`config.mk`:
```
export PLATFORM = sky130hd
export DESIGN_NAME = vrt_divider
export DESIGN_NICKNAME = d
export VERILOG_FILES = /design/src/hw/rtl/vrt_pkg.sv /design/src/hw/rtl/vrt_divider.sv
export SDC_FILE = /design/constraint.sdc
export NUM_CORES = 1
export LEC_CHECK = 0
export ABC_CLOCK_PERIOD_IN_PS = 4440
export BUFFER_PORTS_ARGS = -buffer_cell sky130_fd_sc_hd__buf_2
export CAP_MARGIN = 20
export CORE_MARGIN = 8
export CORE_UTILIZATION = 30
export CTS_CLUSTER_DIAMETER = 30
export DETAILED_ROUTE_END_ITERATION = 12
export HOLD_SLACK_MARGIN = 0.06
export PLACE_DENSITY = 0.57
export SLEW_MARGIN = 20
export SYNTH_ARGS = -nofsm -noshare
export SYNTH_HDL_FRONTEND = slang
export SYNTH_SLANG_ARGS = --single-unit
```
`constraint.sdc`:
```
create_clock -name clk -period 4.44 [get_ports clk]
set_input_delay 0.888 -clock clk [delete_from_list [all_inputs] [get_ports clk]]
set_output_delay 0.888 -clock clk [all_outputs]
set_load 0.03 [all_outputs]
```
`src/hw/rtl/vrt_pkg.sv`:
```
// ----------------------------------------------------------------------------
// vrt_pkg
// Shared types, widths and codes of the voxel ray walker.
// ----------------------------------------------------------------------------
`timescale 1ns / 1ps
`default_nettype none

package vrt_pkg;

  // grid and fixed-point format
  localparam int COORD_BITS  = 16;
  localparam int FRAC_BITS   = 16;
  localparam int HEAD_FRAC   = 14;
  localparam int REACH_FRAC  = 8;

  // field widths
  localparam int ORIGIN_W    = 32;
  localparam int HEADING_W   = 16;
  localparam int REACH_W     = 16;
  localparam int CODE_W      = 8;
  localparam int OUT_COORD_W = 16;
  localparam int KIND_W      = 2;
  localparam int CFG_W       = 16;
  localparam int CFG_INDEX_W = 2;
  localparam int FLOOR_W     = 16;
  localparam int BUDGET_W    = 17;
  localparam int CROSS_W     = 32;

  localparam logic [BUDGET_W-1:0] BUDGET_MAX = '1;
  localparam logic [CROSS_W-1:0]  CROSS_MAX  = '1;

  // divider operands
  localparam int DIVIDEND_W  = FRAC_BITS + HEAD_FRAC + 1;
  localparam int DIVISOR_W   = HEADING_W;
  localparam int DIV_CNT_W   = $clog2(DIVIDEND_W);

  // end-point arithmetic of the cell budget
  localparam int PROD_W      = HEADING_W + REACH_W + 1;
  localparam int END_SHIFT   = FRAC_BITS + HEAD_FRAC + REACH_FRAC;
  localparam int END_W       = 34 + ((HEAD_FRAC + REACH_FRAC > FRAC_BITS) ?
                                     (HEAD_FRAC + REACH_FRAC) : FRAC_BITS);
  localparam int DIFF_W      = 34;
  localparam int CMP_W       = ((COORD_BITS > FLOOR_W) ? COORD_BITS : FLOOR_W) + 1;

  typedef logic [COORD_BITS-1:0] coord_t;
  typedef logic [CROSS_W-1:0]    cross_t;

  typedef enum logic {
    OP_START  = 1'b0,
    OP_ANSWER = 1'b1
  } op_t;

  typedef enum logic [KIND_W-1:0] {
    KIND_REQUEST = 2'd0,
    KIND_HIT     = 2'd1,
    KIND_MISS    = 2'd2
  } kind_t;

  // configuration register indexes
  localparam logic [CFG_INDEX_W-1:0] CFG_EMPTY  = 2'd0;
  localparam logic [CFG_INDEX_W-1:0] CFG_LIQUID = 2'd1;
  localparam logic [CFG_INDEX_W-1:0] CFG_FLOOR  = 2'd2;

  // axis codes
  localparam logic [1:0] AXIS_X = 2'd0;
  localparam logic [1:0] AXIS_Y = 2'd1;
  localparam logic [1:0] AXIS_Z = 2'd2;

  typedef enum logic [3:0] {
    ST_IDLE,
    ST_MUL,
    ST_SPAN,
    ST_NEAR,
    ST_NEAR_WAIT,
    ST_STEP,
    ST_STEP_WAIT,
    ST_CHECK,
    ST_ANSWER,
    ST_ADVANCE,
    ST_EMIT
  } state_t;

  typedef struct packed {
    op_t                          operation;
    logic signed [ORIGIN_W-1:0]   origin_x;
    logic signed [ORIGIN_W-1:0]   origin_y;
    logic signed [ORIGIN_W-1:0]   origin_z;
    logic signed [HEADING_W-1:0]  heading_x;
    logic signed [HEADING_W-1:0]  heading_y;
    logic signed [HEADING_W-1:0]  heading_z;
    logic [REACH_W-1:0]           reach;
    logic [CODE_W-1:0]            block_code;
  } in_item_t;

  typedef struct packed {
    kind_t                         kind;
    logic signed [OUT_COORD_W-1:0] cell_x;
    logic signed [OUT_COORD_W-1:0] cell_y;
    logic signed [OUT_COORD_W-1:0] cell_z;
    logic signed [OUT_COORD_W-1:0] before_x;
    logic signed [OUT_COORD_W-1:0] before_y;
    logic signed [OUT_COORD_W-1:0] before_z;
    logic [CODE_W-1:0]             hit_code;
  } out_item_t;

  typedef struct packed {
    logic                  start;
    logic [DIVIDEND_W-1:0] dividend;
    logic [DIVISOR_W-1:0]  divisor;
  } div_req_t;

  typedef struct packed {
    logic                  done;
    logic [DIVIDEND_W-1:0] quotient;
  } div_rsp_t;

  // low output bits of a wrapped cell coordinate
  function automatic logic [OUT_COORD_W-1:0] out_coord(input coord_t c);
    logic [COORD_BITS+OUT_COORD_W-1:0] wide;
    wide = {{OUT_COORD_W{1'b0}}, c};
    return wide[OUT_COORD_W-1:0];
  endfunction

  // clamp a quotient to the crossing range
  function automatic cross_t sat_cross(input logic [DIVIDEND_W-1:0] q);
    logic [DIVIDEND_W+CROSS_W-1:0] wide;
    logic [DIVIDEND_W+CROSS_W-1:0] lim;
    wide = {{CROSS_W{1'b0}}, q};
    lim  = {{DIVIDEND_W{1'b0}}, CROSS_MAX};
    if (wide > lim) begin
      return CROSS_MAX;
    end
    return wide[CROSS_W-1:0];
  endfunction

endpackage

`default_nettype wire

```
`src/hw/rtl/vrt_divider.sv`:
```
// ----------------------------------------------------------------------------
// vrt_divider
// Shared restoring divider, one quotient bit per cycle.
// ----------------------------------------------------------------------------
`timescale 1ns / 1ps
`default_nettype none

module vrt_divider (
  input  wire logic              clk,
  input  wire logic              rst,
  input  wire vrt_pkg::div_req_t req,
  output vrt_pkg::div_rsp_t      rsp
);

  logic [vrt_pkg::DIVIDEND_W-1:0] acc;
  logic [vrt_pkg::DIVISOR_W-1:0]  rem;
  logic [vrt_pkg::DIVISOR_W-1:0]  divisor_q;
  logic [vrt_pkg::DIV_CNT_W-1:0]  count;
  logic                           busy;
  logic                           done;

  logic [vrt_pkg::DIVISOR_W:0]    shifted;
  logic                           fits;
  logic [vrt_pkg::DIVISOR_W-1:0]  rem_next;

  always_comb begin
    shifted  = {rem, acc[vrt_pkg::DIVIDEND_W-1]};
    fits     = shifted >= {1'b0, divisor_q};
    rem_next = fits ? vrt_pkg::DIVISOR_W'(shifted - {1'b0, divisor_q})
                    : vrt_pkg::DIVISOR_W'(shifted);
  end

  always_ff @(posedge clk) begin
    if (rst) begin
      busy  <= 1'b0;
      done  <= 1'b0;
      count <= '0;
    end else begin
      done <= 1'b0;
      if (req.start) begin
        busy  <= 1'b1;
        count <= '0;
      end else if (busy) begin
        count <= count + 1'b1;
        if (count == vrt_pkg::DIV_CNT_W'(vrt_pkg::DIVIDEND_W - 1)) begin
          busy <= 1'b0;
          done <= 1'b1;
        end
      end
    end
  end

  always_ff @(posedge clk) begin
    if (req.start) begin
      acc       <= req.dividend;
      rem       <= '0;
      divisor_q <= req.divisor;
    end else if (busy) begin
      acc <= {acc[vrt_pkg::DIVIDEND_W-2:0], fits};
      rem <= rem_next;
    end
  end

  assign rsp.done     = done;
  assign rsp.quotient = acc;

endmodule

`default_nettype wire
```
==> metrics list, run 1 <==
* Result of the run: finished clean
- For the pin with the worst max-slew slack, the measured transition is 1120 ps.
- Worst path arrival time: around 3400 ps
- Largest net degree at the start of global routing: 41
- DRC viols: 0
* Final wirelength: 8.95 mm
- The H-tree was split into 3 levels.
* Overall via count from detail_route: between 2,000 and 3,000
- Fin nets: 490
- Of the post-synthesis cell area, the dominant cell type holds 37.1%.
- The largest individual stage delay along the critical path comes from the cell o31ai_1.
- Hold_buf cts: 0
- At the end of routability-driven placement, the weighted congestion stood at just under 0.9.
* Compound-gate portion of the synthesized area: 15.2%
- The setup check on the worst reg-to-reg path leaves a slack of between 1000 and 1500 ps.
- Synthesis produced ~340 cells.
- 82 I/O pins were placed.
* Worst Path Class, Setup: flop to flop
- OpenSTA, run right after detailed placement, puts the worst setup slack at roughly 1300 ps.
* Library cell used as clock root buffer: clkbuf_16
- Counting tap cells, the placed design contains a total of 582 instances.
* Mean area per synthesized cell: 11.1 um^2
* Hold depth: 2
* Final-report hold violation count: 0
- The number of pins with negative max-slew slack in the final report was 0.
- STA classifies the critical path endpoint as a flop.
* Launch instance of the worst min-delay path: rem[13]
* Multiplexer fraction of the synthesized cell area: 9.40%
* Clock-pin slew reported for the worst setup and hold paths after clock tree synthesis: 60 ps
- Area of the core: 12,500 um^2
- Slew headroom: around a quarter
- The critical path goes through inv_1, ha_1, nor2b_1, o211ai_1, a21oi_2, o31ai_1, buf_4, nand2_1, a311oi_2.
- Subtracting the final worst setup slack from the clock period gives 3110 ps.
* Max-cap violations: 0
- IR analysis of the VDD net gives a maximum drop of about 160 uV.
- Area leader, netlist: edfxtp_1
- Summing the areas of all xor and xnor instances in the mapped netlist gives 2.53% of the synthesized area.
- Capture instance of the worst register-to-register path: rem[2]
* Initial cell density of the core: 30.4%
- In this run, synthesis inferred 47 flip-flops with an integrated enable.
- Final std cells w/o fill: 598
- Number of setup violations in the final report: 0
- 0 antenna diodes ended up in the layout.
- Dominant synthesized flop cell: edfxtp_1
* Required time of the critical path: 4690 ps
- Number of sinks on the clock net: 70
- Insertion delay of the later-clocked pin in the worst-skew pair: 340 ps
* Maximum cell stage delay along the critical path: roughly 960 ps
- The floorplan has 41 rows.
* Reg2Reg Depth: 9
- First-pass GRT wire length: ~14 mm
- The first TritonRoute pass finished after 4 iterations.
- Detailed placement finished with a half-perimeter wire length of about 6.5 mm.
- The final critical path takes up 70.1% of the cycle.
* Async set or reset register ratio after synthesis: 0%
* Utilization after layout: 37.2%
- Fraction of the mapped netlist area in adder cells: 6.44%
- Inserted Clock Buffers: 9
- Violation count after the first detailed-routing iteration: around 150
- Synthesis instantiated a little under 60 different standard cells from the library.
* Average via count per standard cell: 4.81
- In this run the worst path has a maximum fanout of 6.
* Deepest clock path buffer count: 2
- The via count of the first global-routing pass came to between 2,000 and 3,000.
- Number of nets with antenna violations after detailed routing: 0
* Leak: 1.97 nW
- Counting both buffers and inverters, the worst setup path holds a total of 2.
* Port bufs: 81
* Type of the most critical hold path: flop to flop
* Kind of cell adding the most delay to the critical path: compound AO/OA/AOI/OAI gates
- Power spread over the standard cell area amounts to just over 400 nW/um^2.
- Once the clock tree was built, the setup fixing pass inserted 0 buffers.
- In this run the cell area of the synthesized design comes to 3810 um^2.
* Synthesis warning total: 0
- RSZ-0062 raised after global routing: no
- The worst register-to-register path begins at divisor_q[1].
- Between clock sinks in the finished design, the worst skew comes to 5.07 ps.
- The floorplan step set the die width to 129 um.
* Number of gates resized after CTS: 0
* Setup_tns: 0 ps
* Leftover overflow at the end of global routing: 0
* Largest family of logic cells by synthesized area: compound AO/OA/AOI/OAI gates
* Worst Setup Slack, final: approximately 1300 ps
* Simple-Gate Fraction of Synth Area: 12.2%
* Average wire per cell in the routed design: 15.0 um
* Crit path launch: divisor_q[1]
* Area contributors post-synth: edfxtp_1 37%, dfxtp_1 12%, mux2_2 8.9%
- Sequential cells were found to cover 49.2% of the synthesized design area.
* Post-Syn Nets: 413
- The initial antenna violation count was 0.
- STA classifies the critical path startpoint as a flop.
- Gr usage total: 10.9%
- Capture endpoint of the worst hold path: rem[13]
- Layout area overhead: 22.3%
- From bottom edge to top edge, the die measures 129 um.
* Fmax achieved: 321 MHz
- Counting flops and latches in the post-synthesis netlist gives 70.
- Of the cells placed in the final design, the portion with a size suffix greater than 1 is 33.8%.
* Post-layout power: 1.89 mW
- Commonest cells after routing, fill and taps aside: 81 x buf_2, 47 x edfxtp_1, 30 x mux2_2, 26 x nor2_1
- The die covers between 15,000 and 20,000 um^2.
- Most frequent standard cell in the layout excluding fill and tap cells: buf_2
* TritonCTS clock tree: done
## final cells by class
cell class	instances	area, um^2
clock buffer	12	256
clock inverter	4	46.3
fill	1289	7860
inverter	23	86.3
multi-input combinational	232	1740
sequential	70	1870
tap	172	215
timing repair buffer	85	435
## how the worst max path moves through the flow
stage	slack, ps	to	cells past startpoint
final	1330	rem[2]	9
after global routing	1120	rem[7]	8
after CTS	1330	rem[2]	9
after detailed placement	1330	acc[0]	8
after global placement	1340	acc[0]	8
after floorplan	2070	rem[12]	9
## tightest hold or removal path, cell delays in order, from the launching register on
cell	delay, ps
dfxtp_1	320
nor2_1	80
a311oi_1	60
## metrics by stage
stage          instance area (um^2)  hold WS (ps)
3_3_place_gp                   4350           490
3_5_place_dp                   4350           503
4_1_cts                        4650           511
6_report                       4650           511
5_1_grt                        4650           536
2_1_floorplan                  3810           465
## power by group
group          internal (mW)  switching [mW]
logic                  0.142           0.225
registers              0.759          0.0256
clock network          0.463           0.276
total                   1.36           0.527
## cell usage after synthesis (7+ instances only)
library cell  instances
nand3_1               7
edfxtp_1             47
a21oi_1              16
dfxtp_1              23
o21ai_0              10
nor2_1               26
nand2_1              23
ha_1                 18
mux2_2               30
inv_1                23
clkbuf_1             10
## logic make-up (layout without fill, tap and decap cells)
| logic type | Yosys count | after routing |
|---|---|---|
| xor+xnor | 11 | 11 |
| compound gates | 77 | 77 |
| buf+inv | 42 | 124 |
| flops | 70 | 70 |
| simple gates | 93 | 93 |
| mux | 32 | 32 |
| fa+ha+maj | 19 | 19 |
## flip-flops by register name, indices dropped and copies added, names as in the netlist
name / flops
divisor_q: 16
busy: 1
done: 1
count: 5
acc: 31
rem: 16
## routing by layer
layer / routed length (um) / share of wire (%) / vias up / track usage [%]
met5: 0 / 0 / - / 0
met2: 3800 / 42 / 95 / 16.7
met3: 808 / 9.0 / 17 / 3.52
met4: 238 / 2.7 / 0 / 6.43
met1: 4110 / 46 / 1331 / 13.3
li1: - / - / 1433 / -
(Power assumes the default switching activity.)
==> inputs of run 2 (changes only) <==
--- a/config.mk
+++ b/config.mk
@@ -5,7 +5,7 @@
 export SDC_FILE = /design/constraint.sdc
 export NUM_CORES = 1
 export LEC_CHECK = 0
-export ABC_CLOCK_PERIOD_IN_PS = 4440
+export ABC_CLOCK_PERIOD_IN_PS = 2500
 export BUFFER_PORTS_ARGS = -buffer_cell sky130_fd_sc_hd__buf_2
 export CAP_MARGIN = 20
 export CORE_MARGIN = 8
@@ -13,7 +13,7 @@
 export CTS_CLUSTER_DIAMETER = 30
 export DETAILED_ROUTE_END_ITERATION = 12
 export HOLD_SLACK_MARGIN = 0.06
-export PLACE_DENSITY = 0.57
+export PLACE_DENSITY = 0.59
 export SLEW_MARGIN = 20
 export SYNTH_ARGS = -nofsm -noshare
 export SYNTH_HDL_FRONTEND = slang
==> constraint.sdc (replaced) <==
create_clock -name clk -period 2.5 [get_ports clk]
set_input_delay 0.5 -clock clk [delete_from_list [all_inputs] [get_ports clk]]
set_output_delay 0.5 -clock clk [all_outputs]
set_load 0.03 [all_outputs]
==> run 2 against run 1 <==
Critical path depth stayed put. Clock skew increased by 3.2 ps. Die area is the same. Highest routed layer unchanged. Largest power group is now the clock network. Combinational power grew 96%. Total power up 87%. Clock power grew 91%. Fmax increased by 30%. First-iteration DRC count is 61% higher. Non-clock buffer count rose by 23.
==> metrics list, run 2 (synthesized netlist as in run 1, its figures left out) <==
* Result of the run: finished clean
* Register with the highest flop count: acc
- After the first detailed-routing iteration, the DRC count stood at 238.
- Kind of start point of the critical path: flop
- In this run the tool buffered the top-level ports with 81 buffer cells.
- For the pin with the worst max-slew slack, the measured transition is 487 ps.
- 82 I/O pins were placed.
- The number of setup buffers added after CTS is 0.
- DRC viols: 0
- Capture instance of the worst register-to-register path: rem[9]
* Clock tree skew after final layout: 8.28 ps
* Type of the most critical hold path: input pin to flop
* Source of the worst register-to-register timing path: rem[5]
- Vias in the first global route: 3,086
- Fin crit share: 95.9%
- Worst slack after detailed placement: 68.0 ps
- The largest registers in the layout are acc x31, divisor_q x16, rem x16.
* CP Capture Type: flop
- TritonCTS clock tree: done
- For this run the aggregate overflow at the end of global routing stands at 0.
- Number of nets with antenna violations after detailed routing: 0
* Clock-pin slew reported for the worst setup and hold paths after clock tree synthesis: 60 ps
- The final count of hold timing violations is 0.
* DIE WIDTH: about 130 um
- The longest clock path from root to sink contains 2 buffers.
- The number of gates resized after CTS was 0.
* Fillers: roughly 1,200
* Initial cell density of the core: a little under a third
* Gr usage total: between 10% and 20%
* Post-layout power: about 3.5 mW
- Hold_buf cts: 0
- Min Tclk post-route: 2400 ps
- Worst R2R Setup Slack: 100 ps
- The register with the most flip-flops in the layout has 31 of them.
- Number of setup violations in the final report: 0
* Height of the die: 129 um
- Hold depth: 2
- Slew headroom: 67.6%
* Worst path arrival time: 2630 ps
* Die outline area: around 17,000 um^2
- Fin nets: 513
* Layout area overhead: 29.6%
- Clock tree synthesis inserted a total of 9 buffers.
- Final hold analysis gives a worst-case slack of around 330 ps.
- Of all nets on the critical path, the largest fanout is 5.
- Commonest cells after routing, fill and taps aside: 81 x buf_2, 47 x edfxtp_1, 30 x mux2_2, 26 x nor2_1, 25 x buf_4
* Final wirelength: around 9.3 mm
- Dividing the detail-routed via count by the number of cells gives 4.78.
* FF+latch area: 1870 um^2
* Worst IR drop on VDD: around 380 uV
- The worst hold path terminates at busy.
- DRT Pass-1 Iters: 4
- Dividing total power by cell area gives a power density of 715 nW/um^2.
- At the worst endpoint, the required time is 2740 ps.
- First-pass GRT wire length: 15.3 mm
* Number of sinks on the clock net: 70
- Total area of multi-input combinational cells: 1820 um^2
* Worst Setup Slack, final: around 100 ps
- DP Wirelength: 6.80 mm
* Fraction of layout cells with a size suffix above 1: 39.2%
* Launch instance of the worst min-delay path: rst
- Overall via count from detail_route: approximately 3,000
* Average wire per cell in the routed design: 15.0 um
- Max-cap violations: 0
- Derived from the worst setup path, the maximum achievable clock frequency is 417 MHz.
- H-tree depth: 3
- For this design the static power due to leakage is 2.10 nW.
* Reg2Reg Depth: 9
- Library cell used as clock root buffer: clkbuf_16
- Final Wtd Congestion: about 0.85
* Largest net degree at the start of global routing: 39
* Worst Path Class, Setup: flop to flop
* Most frequent standard cell in the layout excluding fill and tap cells: buf_2
* Number of pins with negative max-slew slack in the final report: 0
- Number of diodes: 0
- The region available for standard cell placement spans between 10,000 and 15,000 um^2.
- The initialized floorplan defines just over 40 standard-cell rows.
* Insertion delay of the later-clocked pin in the worst-skew pair: 340 ps
- The initial antenna violation count is 0.
==> run 2: per-stage QoR <==
| stage | util (%) | instance area [um^2] | std cells | TNS [ps] |
|---|---|---|---|---|
| after floorplan | - | 3810 | 344 | 0 |
| after global placement | 36.1 | 4520 | 605 | 0 |
| after detailed placement | 36.1 | 4520 | 605 | 0 |
| after CTS | 38.8 | 4850 | 621 | 0 |
| after global routing | 39.4 | 4930 | 621 | -33.1 |
| final | 39.4 | 4930 | 621 | 0 |
==> run 2: critical path: stages (launching register included) <==
cell and delay, ps:
dfxtp_1 330, ha_1 320, a21oi_1 240, o221ai_1 210, and2b_1 230, buf_4 150, o31ai_2 270, buf_4 200
a21oi_1 70, a211oi_1 280
==> run 2: area by class of cell <==
type / count / share of cell area, %
flip-flops and latches: 70 / 37.9
multi-input cells: 232 / 36.8
repair buffers: 108 / 12.5
clock buffers: 9 / 4.57
well taps: 172 / 4.36
clock inverters: 7 / 2.11
inverters: 23 / 1.75
==> run 2: worst max-delay path by stage <==
| stage | start | endpoint | slack [ps] | depth (start not counted) |
|---|---|---|---|---|
| after floorplan | acc[30] | rem[12] | 130 | 9 |
| after global placement | rem[7] | rem[11] | 100 | 8 |
| after detailed placement | divisor_q[10] | rem[1] | 70 | 10 |
| after CTS | rem[9] | rem[13] | 40 | 9 |
| after global routing | divisor_q[6] | rem[9] | -30 | 10 |
| final | rem[5] | rem[9] | 100 | 9 |
==> run 2: report_power, final <==
group	internal (mW)	switching, mW
clock	0.885	0.525
combinational	0.301	0.418
sequential	1.35	0.0521
total	2.53	0.995
==> run 2: metal layers <==
metal	part of all wire, %	track usage, %
met2	46	18.9
met3	7.8	3.89
met5	0	0
met4	0.96	4.28
met1	45	13.9
==> inputs of run 3 (changes only) <==
--- a/config.mk
+++ b/config.mk
@@ -5,10 +5,9 @@
 export SDC_FILE = /design/constraint.sdc
 export NUM_CORES = 1
 export LEC_CHECK = 0
-export ABC_CLOCK_PERIOD_IN_PS = 2500
 export BUFFER_PORTS_ARGS = -buffer_cell sky130_fd_sc_hd__buf_2
 export CAP_MARGIN = 20
-export CORE_MARGIN = 8
+export CORE_MARGIN = 3
 export CORE_UTILIZATION = 30
 export CTS_CLUSTER_DIAMETER = 30
 export DETAILED_ROUTE_END_ITERATION = 12
==> run 3 against run 2 <==
Count of clock-buffer cells in the layout is 2 higher. Flip-flop and latch count did not move. Fmax up 1.4%. Total power up 0.59%. Die area is 15% lower. Critical path type unchanged.
==> metrics list, run 3 (synthesized netlist as in run 1, its figures left out) <==
* Result of the run: finished clean
- Counting the buffers created by CTS gives 9.
* Source of the worst register-to-register timing path: divisor_q[10]
- Fin nets: around 510
- Fillers: between 1,000 and 1,500
- CTS built an H-tree with a depth of 3.
* Placed standard-cell area: around 4500 um^2
* Setup_tns: 0 ps
- Maximum cell stage delay along the critical path: 400 ps
- # placed instances: 600
* Core Rows: 40
- The final count of hold timing violations was 0.
* Average via count per standard cell: 4.93
* Die outline area: 14,100 um^2
* Gr usage total: 13.2%
- Counting instances, the worst hold path has a depth of 1.
- Number of diodes: 0
* Max-cap violations: 0
* Type of the most critical hold path: input pin to flop
- Number of sinks on the clock net: 70
* Largest net degree at the start of global routing: 51
* Reg2Reg Depth: 9
* Number of nets with antenna violations after detailed routing: 0
- Fin Hold WS: 332 ps
* Deepest clock path buffer count: 2
* Cells along the critical path: inv_1, ha_1, nand4_2, or3_4, o211ai_1, o31ai_4, buf_6, or4_1, o311ai_0
- Final Wtd Congestion: 0.820
- After routing the design area is approximately 5000 um^2.
- The initial antenna violation count is 1.
- Fin crit share: 94.6%
- At the placement stage, the worst setup path has a slack of -3.02 ps.
- For the final database, setup skew stands at 7.34 ps.
* RSZ-0062 raised after global routing: yes
- Library cell contributing the largest single delay on the critical path: or4_1
- TritonCTS built the clock tree.
* DIE WIDTH: ~120 um
- The region available for standard cell placement spans 12,200 um^2.
* Least-Margin Pin Slew: 471 ps
* Commonest cells after routing, fill and taps aside: 81 x buf_2, 47 x edfxtp_1, 30 x mux2_2, 26 x nor2_1, 24 x buf_4
* Worst IR drop on VDD: 306 uV
- Worst R2R Setup Slack: 130 ps
* Layout area overhead: 30.5%
- STA classifies the critical path endpoint as a flop.
- Clock latency on the worst-skew pair, taken at its later pin, is 340 ps.
- Most frequent standard cell in the layout excluding fill and tap cells: buf_2
- Required time of the critical path: approximately 2700 ps
* Launch instance of the worst min-delay path: req[7]
- Detailed placement finished with a half-perimeter wire length of roughly 6.6 mm.
- In this run the vertical extent of the chip is 119 um.
* Fraction of layout cells with a size suffix above 1: 40.5%
- The worst setup path is of the flop to flop kind.
* Ratio of total power to cell area: 715 nW/um^2
- DRT Pass-1 Iters: 4
- Setup slack closes at 134 ps.
- DRC viols: 0
- Kind of cell adding the most delay to the critical path: simple AND/OR/NAND/NOR gates
* Capture endpoint of the worst hold path: divisor_q[7]
- The analysis attributes to cell leakage a power of 2.11 nW.
- Buffer and inverter count on the worst path: 2
* Registers with the highest flip-flop counts: acc x31, divisor_q x16, rem x16
- Hold_buf cts: 0
- The number of pins with negative max-slew slack in the final report was 0.
- The tree is rooted in a clkbuf_16.
- Final std cells w/o fill: approximately 620
- Timing would allow up to around 420 MHz.
* Capture instance of the worst register-to-register path: rem[1]
* First-pass GRT wire length: 14.9 mm
- Overall via count from detail_route: 3,040
- During I/O placement, the number of pins put on the boundary was between 80 and 90.
- Register with the highest flop count: acc
- Leftover overflow at the end of global routing: 0
- In this run the number of cells on the critical path is 9.
- Summing all flip-flop and latch instances after layout gives 1870 um^2.
- For the worst setup path, the data arrival time is 2600 ps.
- Summing all multi-input logic gate instances after layout gives 1830 um^2.
- Flip-flop count of the largest register after layout: 31
- The first routing iteration left approximately 270 violations.
* Final wirelength: 8.93 mm
* Min Tclk post-route: 2370 ps
* Number of setup violations in the final report: 0
- Of all nets on the critical path, the largest fanout is 8.
- Headroom to the max-slew limit came out at 68.5%.
* Kind of start point of the critical path: flop
- Clock-pin slew reported for the worst setup and hold paths after clock tree synthesis: approximately 60 ps
- Initial cell density of the core: 31.2%
* Average wire per cell in the routed design: about 14 um
* Port bufs: slightly above 80
- The via count of the first global-routing pass came to 3,028.
run 3: report_power, final:
part	switching, mW	internal, mW	leakage (nW)
sequential	0.0488	1.35	0.657
clock	0.493	0.932	0.157
combinational	0.423	0.305	1.30
run 3: area by class of cell:
type | instances | area share (%)
Timing Repair Buffer | 108 | 12.8
Clock buffer | 11 | 5.11
Tap cell | 168 | 4.23
Multi-Input combinational cell | 232 | 36.8
Inverter | 23 | 1.74
Sequential cell | 70 | 37.7
Clock inverter | 5 | 1.61
run 3: per-layer routing:
| layer | vias up | wire length (um) | GRT usage, % |
|---|---|---|---|
| li1 | 1481 | - | - |
| met1 | 1418 | 4030 | 17.0 |
| met2 | 124 | 4040 | 20.5 |
| met3 | 15 | 667 | 4.35 |
| met4 | 2 | 177 | 4.85 |
| met5 | - | 13 | 0 |
run 3: per-stage QoR:
step	power, mW	utilization, %
after floorplan	1.89	-
after detailed placement	2.12	37.2
final	3.55	40.7
after CTS	3.56	39.9
after global routing	3.72	40.7
after global placement	2.11	37.2
run 3: what timing repair did:
item                                    4_1_cts  5_1_grt
setup buffers                                 0        1
pin swaps                                     0        4
endpoints found under the setup margin        3       13
gates resized for setup                       1       17
run 3: worst max-delay path by stage:
stage	start	to	slack [ps]
2_1_floorplan	acc[30]	rem[12]	130
3_3_place_gp	divisor_q[6]	rem[0]	70
3_5_place_dp	divisor_q[6]	rem[0]	-3
4_1_cts	divisor_q[6]	rem[0]	20
5_1_grt	divisor_q[1]	rem[0]	-6
6_report	divisor_q[10]	rem[1]	130
run 3: worst register-to-register path: stages (launching register included):
cell,delay (ps)
edfxtp_1,320
inv_1,40
ha_1,320
nand4_2,140
or3_4,360
o211ai_1,350
o31ai_4,90
buf_6,150
or4_1,400
o311ai_0,90
